[src/rtl/core/dmb_pkg.sv]
// ----------------------------------------------------------------------------
// Dendrogram merge builder package
// Sizes, store request and result types shared by the block's modules.
// ----------------------------------------------------------------------------
package dmb_pkg;

    localparam int MAX_POINTS  = 1024;
    localparam int PT_W        = 11;
    localparam int SIDE_W      = 11;
    localparam int SIDE_X_W    = SIDE_W + 1;
    localparam int CN_W        = 10;
    localparam int RAM_DEPTH   = 1024;
    localparam int ADDR_W      = $clog2(RAM_DEPTH);
    localparam int STEP_W      = $clog2(MAX_POINTS + 1);
    localparam int CLUSTER_TOP = ((MAX_POINTS - 1) < 1023) ? (MAX_POINTS - 1) : 1023;

    typedef struct packed {
        logic              we;
        logic [ADDR_W-1:0] waddr;
        logic [CN_W-1:0]   wdata;
        logic [ADDR_W-1:0] raddr;
    } dmb_ram_req_t;

    typedef struct packed {
        logic                valid;
        logic [SIDE_X_W-1:0] side_a;
        logic [SIDE_X_W-1:0] side_b;
        logic [CN_W-1:0]     cn;
        logic                last;
    } dmb_result_t;

endpackage

[src/rtl/core/dmb_seq.sv]
// ----------------------------------------------------------------------------
// Dendrogram merge builder sequencer
// Clears the stores, reads and rewrites owners, walks the parent chain of each owned side.
// ----------------------------------------------------------------------------
module dmb_seq
    import dmb_pkg::*;
(
    input  logic              clk,
    input  logic              rst_n,
    input  logic              in_valid,
    output logic              in_stall,
    input  logic [PT_W-1:0]   point_a,
    input  logic [PT_W-1:0]   point_b,
    input  logic              last_link,
    output dmb_ram_req_t      own_req,
    input  logic [CN_W-1:0]   own_q,
    output dmb_ram_req_t      par_req,
    input  logic [CN_W-1:0]   par_q,
    output dmb_result_t       res,
    input  logic              res_ready
);

    typedef enum logic [7:0] {
        ST_CLEAR  = 8'b0000_0001,
        ST_IDLE   = 8'b0000_0010,
        ST_RDB    = 8'b0000_0100,
        ST_WRA    = 8'b0000_1000,
        ST_WRB    = 8'b0001_0000,
        ST_WALK_A = 8'b0010_0000,
        ST_WALK_B = 8'b0100_0000,
        ST_DONE   = 8'b1000_0000
    } dmb_state_t;

    dmb_state_t          state_reg, state_next;
    logic [ADDR_W-1:0]   clr_reg, clr_next;
    logic [CN_W-1:0]     cn_reg, cn_next;
    logic [PT_W-1:0]     pa_reg, pa_next;
    logic [PT_W-1:0]     pb_reg, pb_next;
    logic                last_reg, last_next;
    logic [CN_W-1:0]     oa_reg, oa_next;
    logic [CN_W-1:0]     ob_reg, ob_next;
    logic [CN_W-1:0]     s_reg, s_next;
    logic [STEP_W-1:0]   steps_reg, steps_next;
    logic [SIDE_X_W-1:0] side_a_reg, side_a_next;
    logic [SIDE_X_W-1:0] side_b_reg, side_b_next;
    logic                fwd_hit_reg;
    logic [CN_W-1:0]     fwd_data_reg;
    logic [CN_W-1:0]     par_rd;
    logic                a_in_range;
    logic                b_in_range;
    logic                in_range_new;
    logic                walk_more;

    assign a_in_range   = (pa_reg != '0) && (pa_reg <= PT_W'(MAX_POINTS));
    assign b_in_range   = (pb_reg != '0) && (pb_reg <= PT_W'(MAX_POINTS));
    assign in_range_new = (point_a != '0) && (point_a <= PT_W'(MAX_POINTS));
    assign par_rd       = fwd_hit_reg ? fwd_data_reg : par_q;
    assign walk_more    = (par_rd != '0) && (steps_reg < STEP_W'(MAX_POINTS));
    assign in_stall     = (state_reg != ST_IDLE);

    always_comb
    begin
        res.valid  = (state_reg == ST_DONE);
        res.side_a = side_a_reg;
        res.side_b = side_b_reg;
        res.cn     = cn_reg;
        res.last   = last_reg;
    end

    always_comb
    begin
        state_next  = state_reg;
        clr_next    = clr_reg;
        cn_next     = cn_reg;
        pa_next     = pa_reg;
        pb_next     = pb_reg;
        last_next   = last_reg;
        oa_next     = oa_reg;
        ob_next     = ob_reg;
        s_next      = s_reg;
        steps_next  = steps_reg;
        side_a_next = side_a_reg;
        side_b_next = side_b_reg;
        own_req     = '0;
        par_req     = '0;

        unique case (state_reg)
            ST_CLEAR:
            begin
                own_req.we    = 1'b1;
                own_req.waddr = clr_reg;
                par_req.we    = 1'b1;
                par_req.waddr = clr_reg;
                clr_next      = clr_reg + 1'b1;
                if (clr_reg == ADDR_W'(RAM_DEPTH - 1))
                begin
                    state_next = ST_IDLE;
                end
            end
            ST_IDLE:
            begin
                own_req.raddr = ADDR_W'(point_a - 1'b1);
                if (in_valid)
                begin
                    pa_next    = point_a;
                    pb_next    = point_b;
                    last_next  = last_link;
                    state_next = ST_RDB;
                end
            end
            ST_RDB:
            begin
                own_req.raddr = ADDR_W'(pb_reg - 1'b1);
                oa_next       = a_in_range ? own_q : '0;
                state_next    = ST_WRA;
            end
            ST_WRA:
            begin
                ob_next       = b_in_range ? own_q : '0;
                own_req.we    = a_in_range;
                own_req.waddr = ADDR_W'(pa_reg - 1'b1);
                own_req.wdata = cn_reg;
                state_next    = ST_WRB;
            end
            ST_WRB:
            begin
                own_req.we    = b_in_range;
                own_req.waddr = ADDR_W'(pb_reg - 1'b1);
                own_req.wdata = cn_reg;
                side_a_next   = (~{1'b0, pa_reg}) + 1'b1;
                side_b_next   = (~{1'b0, pb_reg}) + 1'b1;
                steps_next    = '0;
                priority if (oa_reg != '0)
                begin
                    par_req.raddr = oa_reg;
                    s_next        = oa_reg;
                    state_next    = ST_WALK_A;
                end
                else if (ob_reg != '0)
                begin
                    par_req.raddr = ob_reg;
                    s_next        = ob_reg;
                    state_next    = ST_WALK_B;
                end
                else
                begin
                    state_next = ST_DONE;
                end
            end
            ST_WALK_A:
            begin
                par_req.we    = 1'b1;
                par_req.waddr = s_reg;
                par_req.wdata = cn_reg;
                priority if (walk_more)
                begin
                    par_req.raddr = par_rd;
                    s_next        = par_rd;
                    steps_next    = steps_reg + 1'b1;
                end
                else if (ob_reg != '0)
                begin
                    side_a_next   = {2'b00, s_reg};
                    par_req.raddr = ob_reg;
                    s_next        = ob_reg;
                    steps_next    = '0;
                    state_next    = ST_WALK_B;
                end
                else
                begin
                    side_a_next = {2'b00, s_reg};
                    state_next  = ST_DONE;
                end
            end
            ST_WALK_B:
            begin
                par_req.we    = 1'b1;
                par_req.waddr = s_reg;
                par_req.wdata = cn_reg;
                if (walk_more)
                begin
                    par_req.raddr = par_rd;
                    s_next        = par_rd;
                    steps_next    = steps_reg + 1'b1;
                end
                else
                begin
                    side_b_next = {2'b00, s_reg};
                    state_next  = ST_DONE;
                end
            end
            ST_DONE:
            begin
                if (res_ready)
                begin
                    if (cn_reg < CN_W'(CLUSTER_TOP))
                    begin
                        cn_next = cn_reg + 1'b1;
                    end
                    state_next = ST_IDLE;
                end
            end
            default:
            begin
                state_next = ST_IDLE;
            end
        endcase

        // hold the owner read address quiet when the new point has no entry
        if ((state_reg == ST_IDLE) && !in_range_new)
        begin
            own_req.raddr = '0;
        end
    end

    always_ff @(posedge clk or negedge rst_n)
    begin
        if (!rst_n)
        begin
            state_reg <= ST_CLEAR;
            clr_reg   <= '0;
            cn_reg    <= CN_W'(1);
        end
        else
        begin
            state_reg <= state_next;
            clr_reg   <= clr_next;
            cn_reg    <= cn_next;
        end
    end

    always_ff @(posedge clk)
    begin
        pa_reg       <= pa_next;
        pb_reg       <= pb_next;
        last_reg     <= last_next;
        oa_reg       <= oa_next;
        ob_reg       <= ob_next;
        s_reg        <= s_next;
        steps_reg    <= steps_next;
        side_a_reg   <= side_a_next;
        side_b_reg   <= side_b_next;
        fwd_hit_reg  <= par_req.we && (par_req.waddr == par_req.raddr);
        fwd_data_reg <= par_req.wdata;
    end

endmodule

[config.mk]
export PLATFORM = sky130hd
export DESIGN_NAME = dmb_seq
export DESIGN_NICKNAME = d
export VERILOG_FILES = /design/src/rtl/core/dmb_pkg.sv /design/src/rtl/core/dmb_seq.sv
export SDC_FILE = /design/constraint.sdc
export NUM_CORES = 1
export LEC_CHECK = 0
export BUFFER_PORTS_ARGS = -buffer_cell sky130_fd_sc_hd__buf_2
export CAP_MARGIN = 0
export CORE_MARGIN = 5
export CORE_UTILIZATION = 38
export DETAILED_ROUTE_END_ITERATION = 12
export GPL_ROUTABILITY_DRIVEN = 0
export MAX_ROUTING_LAYER = met4
export PLACE_DENSITY_LB_ADDON = 0.05
export SYNTH_ARGS = -nofsm -noshare
export SYNTH_HDL_FRONTEND = slang
export SYNTH_SLANG_ARGS = --single-unit
[constraint.sdc]
create_clock -name clk -period 3.8 [get_ports clk]
set_input_delay 0.57 -clock clk [delete_from_list [all_inputs] [get_ports clk]]
set_output_delay 0.57 -clock clk [all_outputs]
set_load 0.01 [all_outputs]
==> impl_metrics.env, run 1 <==
export IMPL_grt_use_total=0.226
export IMPL_rsz0062_at_grt="no"
export IMPL_swShare=0.305
export IMPL_rows=48
export IMPL_seq_area_um2=3570
export IMPL_period_needed_ns=3.55
export IMPL_reg2reg_to="s_reg[8]$_DFFE_PP_"
export IMPL_r2r_cells=5
export IMPL_postCtsHoldBufs=0
export IMPL_first_pass_iters=6
export IMPL_drtIter0Drc=609
export IMPL_yosysWarnings=0
export IMPL_fin_util=0.478
export IMPL_place_ws_ns=0.558
export IMPL_overflow=0
export IMPL_crit_required_ns=3.23
export IMPL_arrival_ns=2.98
export IMPL_start_kind="flop"
export IMPL_synth_cell_types=64
export IMPL_clkLatencyLatePin_ns=0.41
export IMPL_syn_inst=648
export IMPL_cts_sink_count=127
export IMPL_slew_viol_final=0
export IMPL_dp_cells=1008
export IMPL_syn_nets=701
export IMPL_fin_ws_ns=0.248
export IMPL_power_density_nw_per_um2=501
export IMPL_initial_utilization=0.388
export IMPL_irDropWorstVdd_v=0.000301
export IMPL_async_flop_share=0.220
export IMPL_synth_area_per_cell_um2=10.4
export IMPL_r2r_start="state_reg[2]$_DFFE_PN0P_"
export IMPL_stdcell_area_um2=8270
export IMPL_synth_seq_cells=127
export IMPL_clkPwrFrac=0.349
export IMPL_finalClockSkew_ns=0.00674
export IMPL_hold_viol=0
export IMPL_drc=0
export IMPL_worst_pin_slew_ns=0.765
export IMPL_nets=855
export IMPL_multi_input_comb_area_um2=2970
export IMPL_p_switching_mw=1.26
export IMPL_synth_flop_cell="edfxtp_1"
export IMPL_path_cells="nor4_2 > nand4b_1 > buf_4 > nand2_1 > and2_1 > buf_2"
export IMPL_post_cts_buffers=0
export IMPL_mappedNetlistArea_um2=6720
export IMPL_yosysSeqAreaShare=0.531
export IMPL_antenna_found_initial=0
export IMPL_wl_per_cell_um=21.3
export IMPL_grt_max_degree=29
export IMPL_clock_root_buffer="clkbuf_16"
export IMPL_instances_no_fill=1040
export IMPL_finalHoldWorstSlack_ns=0.180
export IMPL_n_antenna_cell=0
export IMPL_die_x_um=143
export IMPL_htree_levels=4
export IMPL_hpwl_mm=17.1
export IMPL_clkTransAtPathRegs_ns=0.06
export IMPL_fin_tns_setup_ns=0
export IMPL_relSlewSlack=0.486
export IMPL_layout_worst_path_cycle_share=0.935
export IMPL_critPathMaxFanout=11
export IMPL_via_per_inst=5.51
export IMPL_area_delta_synth_final_pct=23.2
export IMPL_route_final_wire_length_mm=22.2
export IMPL_cts_resized=0
export IMPL_vias=5735
export IMPL_core_area_um2=17300
export IMPL_internal_power_mw=2.88
export IMPL_placed_cell_area_um2=7750
export IMPL_cts_tree="built"
export IMPL_max_freq_mhz=282
export IMPL_combPwrFrac=0.223
export IMPL_critPathKind="reg -> out"
export IMPL_maxCapViolations=0
export IMPL_end_kind="output pin"
export IMPL_reg2reg_slack_ns=0.62
export IMPL_p_total_mw=4.15
export IMPL_grt_pass1_wl_mm=33.4
export IMPL_first_global_vias=5564
export IMPL_cts_buffers=17
export IMPL_power_frac_seq=0.428
export IMPL_status="completed"
export IMPL_setup_violations=0
export IMPL_ant_nets=0
export IMPL_nFillCells=1669
export IMPL_boundaryPins=146
export IMPL_numPortBuffers=145
export IMPL_crit_path_max_incr_delay_ns=0.71
export IMPL_clk_path_buf_depth=2
export IMPL_cp_slowest_cell="nor4_2"
export IMPL_leakage_nw=3.52
export IMPL_die_h_um=143
export IMPL_drive_above_1_share=0.253
export IMPL_synth_edf_count=88
export IMPL_hold_path_class="in -> async"
export IMPL_dieArea_um2=20400
-- placed cells by master, fill, tap and decap left out, types with 7 or more instances in the layout --
master	synthesis	routed
dfrtp_1	26	26
o21ai_0	12	11
nor2_1	60	59
dfxtp_1	11	10
nand3_1	22	22
a21oi_1	18	18
clkbuf_16	0	17
inv_1	16	16
nor3_1	12	12
a22o_1	10	10
buf_2	1	145
xor2_1	18	18
nor4_1	9	9
o221ai_1	16	16
and3_1	7	7
mux2i_1	8	8
clkbuf_1	24	7
and2_1	43	43
nand2_1	96	96
o22a_1	8	8
nand4_1	10	10
edfxtp_1	88	88
xnor2_1	43	43
buf_4	1	19
-- per-layer routing --
metal,GRT usage,vias up,wire [um]
met2,0.331,275,10200
li1,-,2676,-
met5,-,-,0
met4,0.0700,0,458
met1,0.311,2751,9500
met3,0.0536,33,1970
-- worst max-delay path by stage --
| stage | start | slack (ns) | depth (start not counted) | endpoint |
|---|---|---|---|---|
| after CTS | fwd_hit_reg$_DFF_P_ | 0.11 | 7 | par_req[1] |
| after detailed placement | fwd_hit_reg$_DFF_P_ | 0.56 | 7 | par_req[1] |
| final | state_reg[2]$_DFFE_PN0P_ | 0.25 | 6 | own_req[14] |
| after global routing | state_reg[2]$_DFFE_PN0P_ | 0.01 | 6 | own_req[14] |
| after global placement | par_q[3] | 0.60 | 9 | fwd_hit_reg$_DFF_P_ |
| after floorplan | par_q[3] | 0.91 | 5 | side_b_reg[0]$_DFFE_PP_ |
-- power by group through the flow --
| stage | clock (mW) | combinational (mW) | sequential, mW |
|---|---|---|---|
| detailed placement | 0 | 0.920 | 1.80 |
| floorplan | 0 | 0.543 | 1.77 |
| CTS | 1.48 | 0.925 | 1.77 |
| finish | 1.45 | 0.925 | 1.78 |
| global placement | 0 | 0.916 | 1.80 |
| global route | 1.54 | 1.01 | 1.79 |
-- layout make-up --
class                      count  area share
multi-input combinational    476       0.360
clock inverter                 8     0.00817
inverter                      16     0.00726
timing repair buffer         164       0.105
sequential                   127       0.431
clock buffer                  24      0.0546
tap                          225      0.0340
-- synth_stat cells (all sizes together), types with 2 or more instances --
| cell type | count | share of area |
|---|---|---|
| a22oi | 4 | 0.0045 |
| a221o | 5 | 0.0075 |
| edfxtp | 88 | 0.39 |
| xor2 | 18 | 0.023 |
| o22a | 8 | 0.010 |
| dfrtp | 26 | 0.097 |
| nand4 | 10 | 0.0093 |
| nand4b | 3 | 0.0039 |
| mux2i | 8 | 0.012 |
| mux2 | 5 | 0.0084 |
| buf | 4 | 0.0030 |
| and4b | 3 | 0.0045 |
| dfxtp | 11 | 0.033 |
| o22ai | 2 | 0.0019 |
| o221ai | 16 | 0.021 |
| o21ai | 16 | 0.012 |
| a31oi | 3 | 0.0028 |
| inv | 16 | 0.0089 |
| ha | 6 | 0.011 |
| o311ai | 2 | 0.0026 |
| or4 | 6 | 0.0067 |
| nand3 | 22 | 0.016 |
| o211ai | 3 | 0.0034 |
| a31o | 2 | 0.0026 |
| nand2 | 96 | 0.054 |
| nor2b | 2 | 0.0019 |
| dfstp | 2 | 0.0078 |
| a21o | 2 | 0.0022 |
| nor4 | 12 | 0.014 |
| and3 | 7 | 0.0065 |
| or3 | 4 | 0.0037 |
| nor4b | 3 | 0.0048 |
| nor3 | 13 | 0.010 |
| a21oi | 18 | 0.013 |
| and2 | 43 | 0.040 |
| nor2 | 60 | 0.034 |
| xnor2 | 43 | 0.056 |
| clkbuf | 25 | 0.015 |
| nand3b | 4 | 0.0045 |
| or2 | 3 | 0.0028 |
| a22o | 10 | 0.013 |
-- worst max-delay path: cells and delay by family, from the launching register on --
family,cells,cell delay (ns)
buf+inv,2,0.47
simple gates,4,1.70
flops,1,0.40
-- kinds of logic (layout without fill, tap and decap cells) --
logic type               count (synthesis)  count (layout)  share of synthesized area
AO/OA/AOI/OAI                          100             100                      0.109
XOR/XNOR                                61              61                     0.0796
adder cells (fa/ha/maj)                  6               6                     0.0112
buffers and inverters                   45             212                     0.0265
flip-flops                             127             127                      0.531
multiplexers                            13              13                     0.0203
AND/OR/NAND/NOR                        296             296                      0.223
Note: power is estimated with default switching activity, not from simulation.
==> run 2, diff against run 1 <==
Settings changed: CTS_BUF_LIST set to sky130_fd_sc_hd__clkbuf_4.
==> run 2 against run 1 <==
Net effect: global-route usage decreased by 0.11 points; final cell count increased by 0.38%; sequential power about the same; count of clock-buffer cells in the layout unchanged; worst hold slack got worse by 0.13 ns; fmax increased by 0.42%; power decreased by 14%; combinational power increased by 1%; setup slack improved by 0.015 ns; critical path depth increased by 2; clock power decreased by 42%; largest cell class unchanged.
==> impl_metrics.env, run 2 (synthesis gave the netlist of run 1 again) <==
export IMPL_critPathMaxFanout=14
export IMPL_relSlewSlack=0.513
export IMPL_wl_per_cell_um=21.2
export IMPL_max_freq_mhz=283
export IMPL_drive_above_1_share=0.263
export IMPL_crit_required_ns=3.23
export IMPL_first_global_vias=5552
export IMPL_worst_pin_slew_ns=0.727
export IMPL_hold_path_class="in -> async"
export IMPL_die_x_um=143
export IMPL_vias=5775
export IMPL_via_per_inst=5.53
export IMPL_placed_cell_area_um2=7750
export IMPL_core_area_um2=17300
export IMPL_hold_viol=0
export IMPL_slew_viol_final=0
export IMPL_area_delta_synth_final_pct=19.5
export IMPL_first_pass_iters=5
export IMPL_clock_root_buffer="clkbuf_4"
export IMPL_htree_levels=4
export IMPL_setup_violations=0
export IMPL_cts_tree="built"
export IMPL_leakage_nw=3.42
export IMPL_grt_max_degree=29
export IMPL_final_common_cell="buf_2"
export IMPL_crit_path_max_incr_delay_ns=0.55
export IMPL_irDropWorstVdd_v=0.000205
export IMPL_clkLatencyLatePin_ns=0.53
export IMPL_path_cells="or4b_1 > o22ai_1 > o21ai_1 > o211ai_1 > a222oi_1 > buf_4 > inv_1 > buf_2"
export IMPL_stdcell_area_um2=8030
export IMPL_die_h_um=143
export IMPL_final_cell_mix="buf_2 (145), nand2_1 (96), edfxtp_1 (88)"
export IMPL_maxCapViolations=0
export IMPL_status="completed"
export IMPL_fin_util=0.464
export IMPL_arrival_ns=2.97
export IMPL_rsz0062_at_grt="no"
export IMPL_power_density_nw_per_um2=443
export IMPL_finalClockSkew_ns=0.0166
export IMPL_clk_path_buf_depth=2
export IMPL_numPortBuffers=145
export IMPL_end_kind="output pin"
export IMPL_clkTransAtPathRegs_ns=0.11
export IMPL_route_final_wire_length_mm=22.1
export IMPL_finalHoldWorstSlack_ns=0.0518
export IMPL_initial_utilization=0.388
export IMPL_drc=0
export IMPL_ant_nets=0
export IMPL_critPathKind="reg -> out"
export IMPL_nets=857
export IMPL_rows=48
export IMPL_period_needed_ns=3.54
export IMPL_critPathBufInv=3
export IMPL_antenna_found_initial=1
export IMPL_start_kind="flop"
export IMPL_grt_use_total=0.225
export IMPL_layout_worst_path_cycle_share=0.931
export IMPL_drtIter0Drc=545
export IMPL_fin_tns_setup_ns=0
export IMPL_boundaryPins=146
export IMPL_cts_sink_count=127
export IMPL_overflow=0
export IMPL_cts_buffers=17
export IMPL_hpwl_mm=17.1
export IMPL_cp_slowest_cell="dfxtp_2"
export IMPL_dieArea_um2=20400
export IMPL_grt_pass1_wl_mm=33.2
export IMPL_critPathTopFamily="compound AO/OA/AOI/OAI gates"
## run 2: changes by cell type in the layout (fill, tap and decap cells not counted)
cell       before  now
clkbuf_1        7    0
buf_4          19   21
nor4_4          0    1
clkbuf_16      17    0
clkbuf_4        0   24
nor4_2          3    2
diode_2         0    2
## run 2: final timing paths
path,startpoint,end,slack (ns),cells after the start
max,fwd_hit_reg$_DFF_P_,par_req[1],0.26,8
min,rst_n,cn_reg[3]$_DFFE_PN0P_,0.05,1
max reg2reg,fwd_hit_reg$_DFF_P_,fwd_hit_reg$_DFF_P_,0.59,10
min reg2reg,clr_reg[9]$_DFFE_PN0N_,clr_reg[9]$_DFFE_PN0N_,0.55,1
max in group asynchronous,rst_n,clr_reg[2]$_DFFE_PN0N_,3.30,1
min in group clk,last_link,last_reg$_DFFE_PP_,0.20,1
## run 2: timing repair
item	4_1_cts	5_1_grt
resized for setup	1	1
hold buffers	0	0
endpoints found under the setup margin	1	14
pin swaps	0	1
buffers inserted	0	2
## run 2: power breakdown
group          internal [mW]  switching, mW  leakage, nW
Sequential              1.66          0.115         1.29
Combinational          0.333          0.601         1.99
Clock                  0.368          0.476        0.140
## run 2: layer usage
metal	part of all wire	vias to the layer above	global-route usage
met5	0	-	-
met4	0.020	0	0.0690
met3	0.086	24	0.0546
met2	0.47	277	0.330
met1	0.43	2794	0.308
li1	-	2680	-
## run 2: worst register-to-register path: stages (launching register included)
cell and delay (ns):
dfxtp_2 0.55, or4b_1 0.47, o22ai_1 0.23, o21ai_1 0.19, o211ai_1 0.49, a222oi_1 0.13, buf_4 0.18, buf_4 0.13
xnor2_1 0.11, or3_1 0.36, nor4_2 0.28
## run 2: metrics by stage
| stage | setup WS, ns | std cells | power (mW) |
|---|---|---|---|
| after floorplan | 0.906 | 648 | 2.31 |
| after global placement | 0.597 | 1008 | 2.71 |
| after detailed placement | 0.558 | 1008 | 2.72 |
| after CTS | 0.114 | 1040 | 3.57 |
| after global routing | 0.0789 | 1044 | 3.73 |
| final | 0.263 | 1044 | 3.55 |
## run 2: layout make-up
class	instances	area (um2)
clock buffers	24	180
well taps	225	282
repair buffers	166	883
flip-flops and latches	127	3570
multi-input cells	476	2980
inverters	16	60.1
diodes	2	5.00
fillers	1706	9270
clock inverters	8	67.6
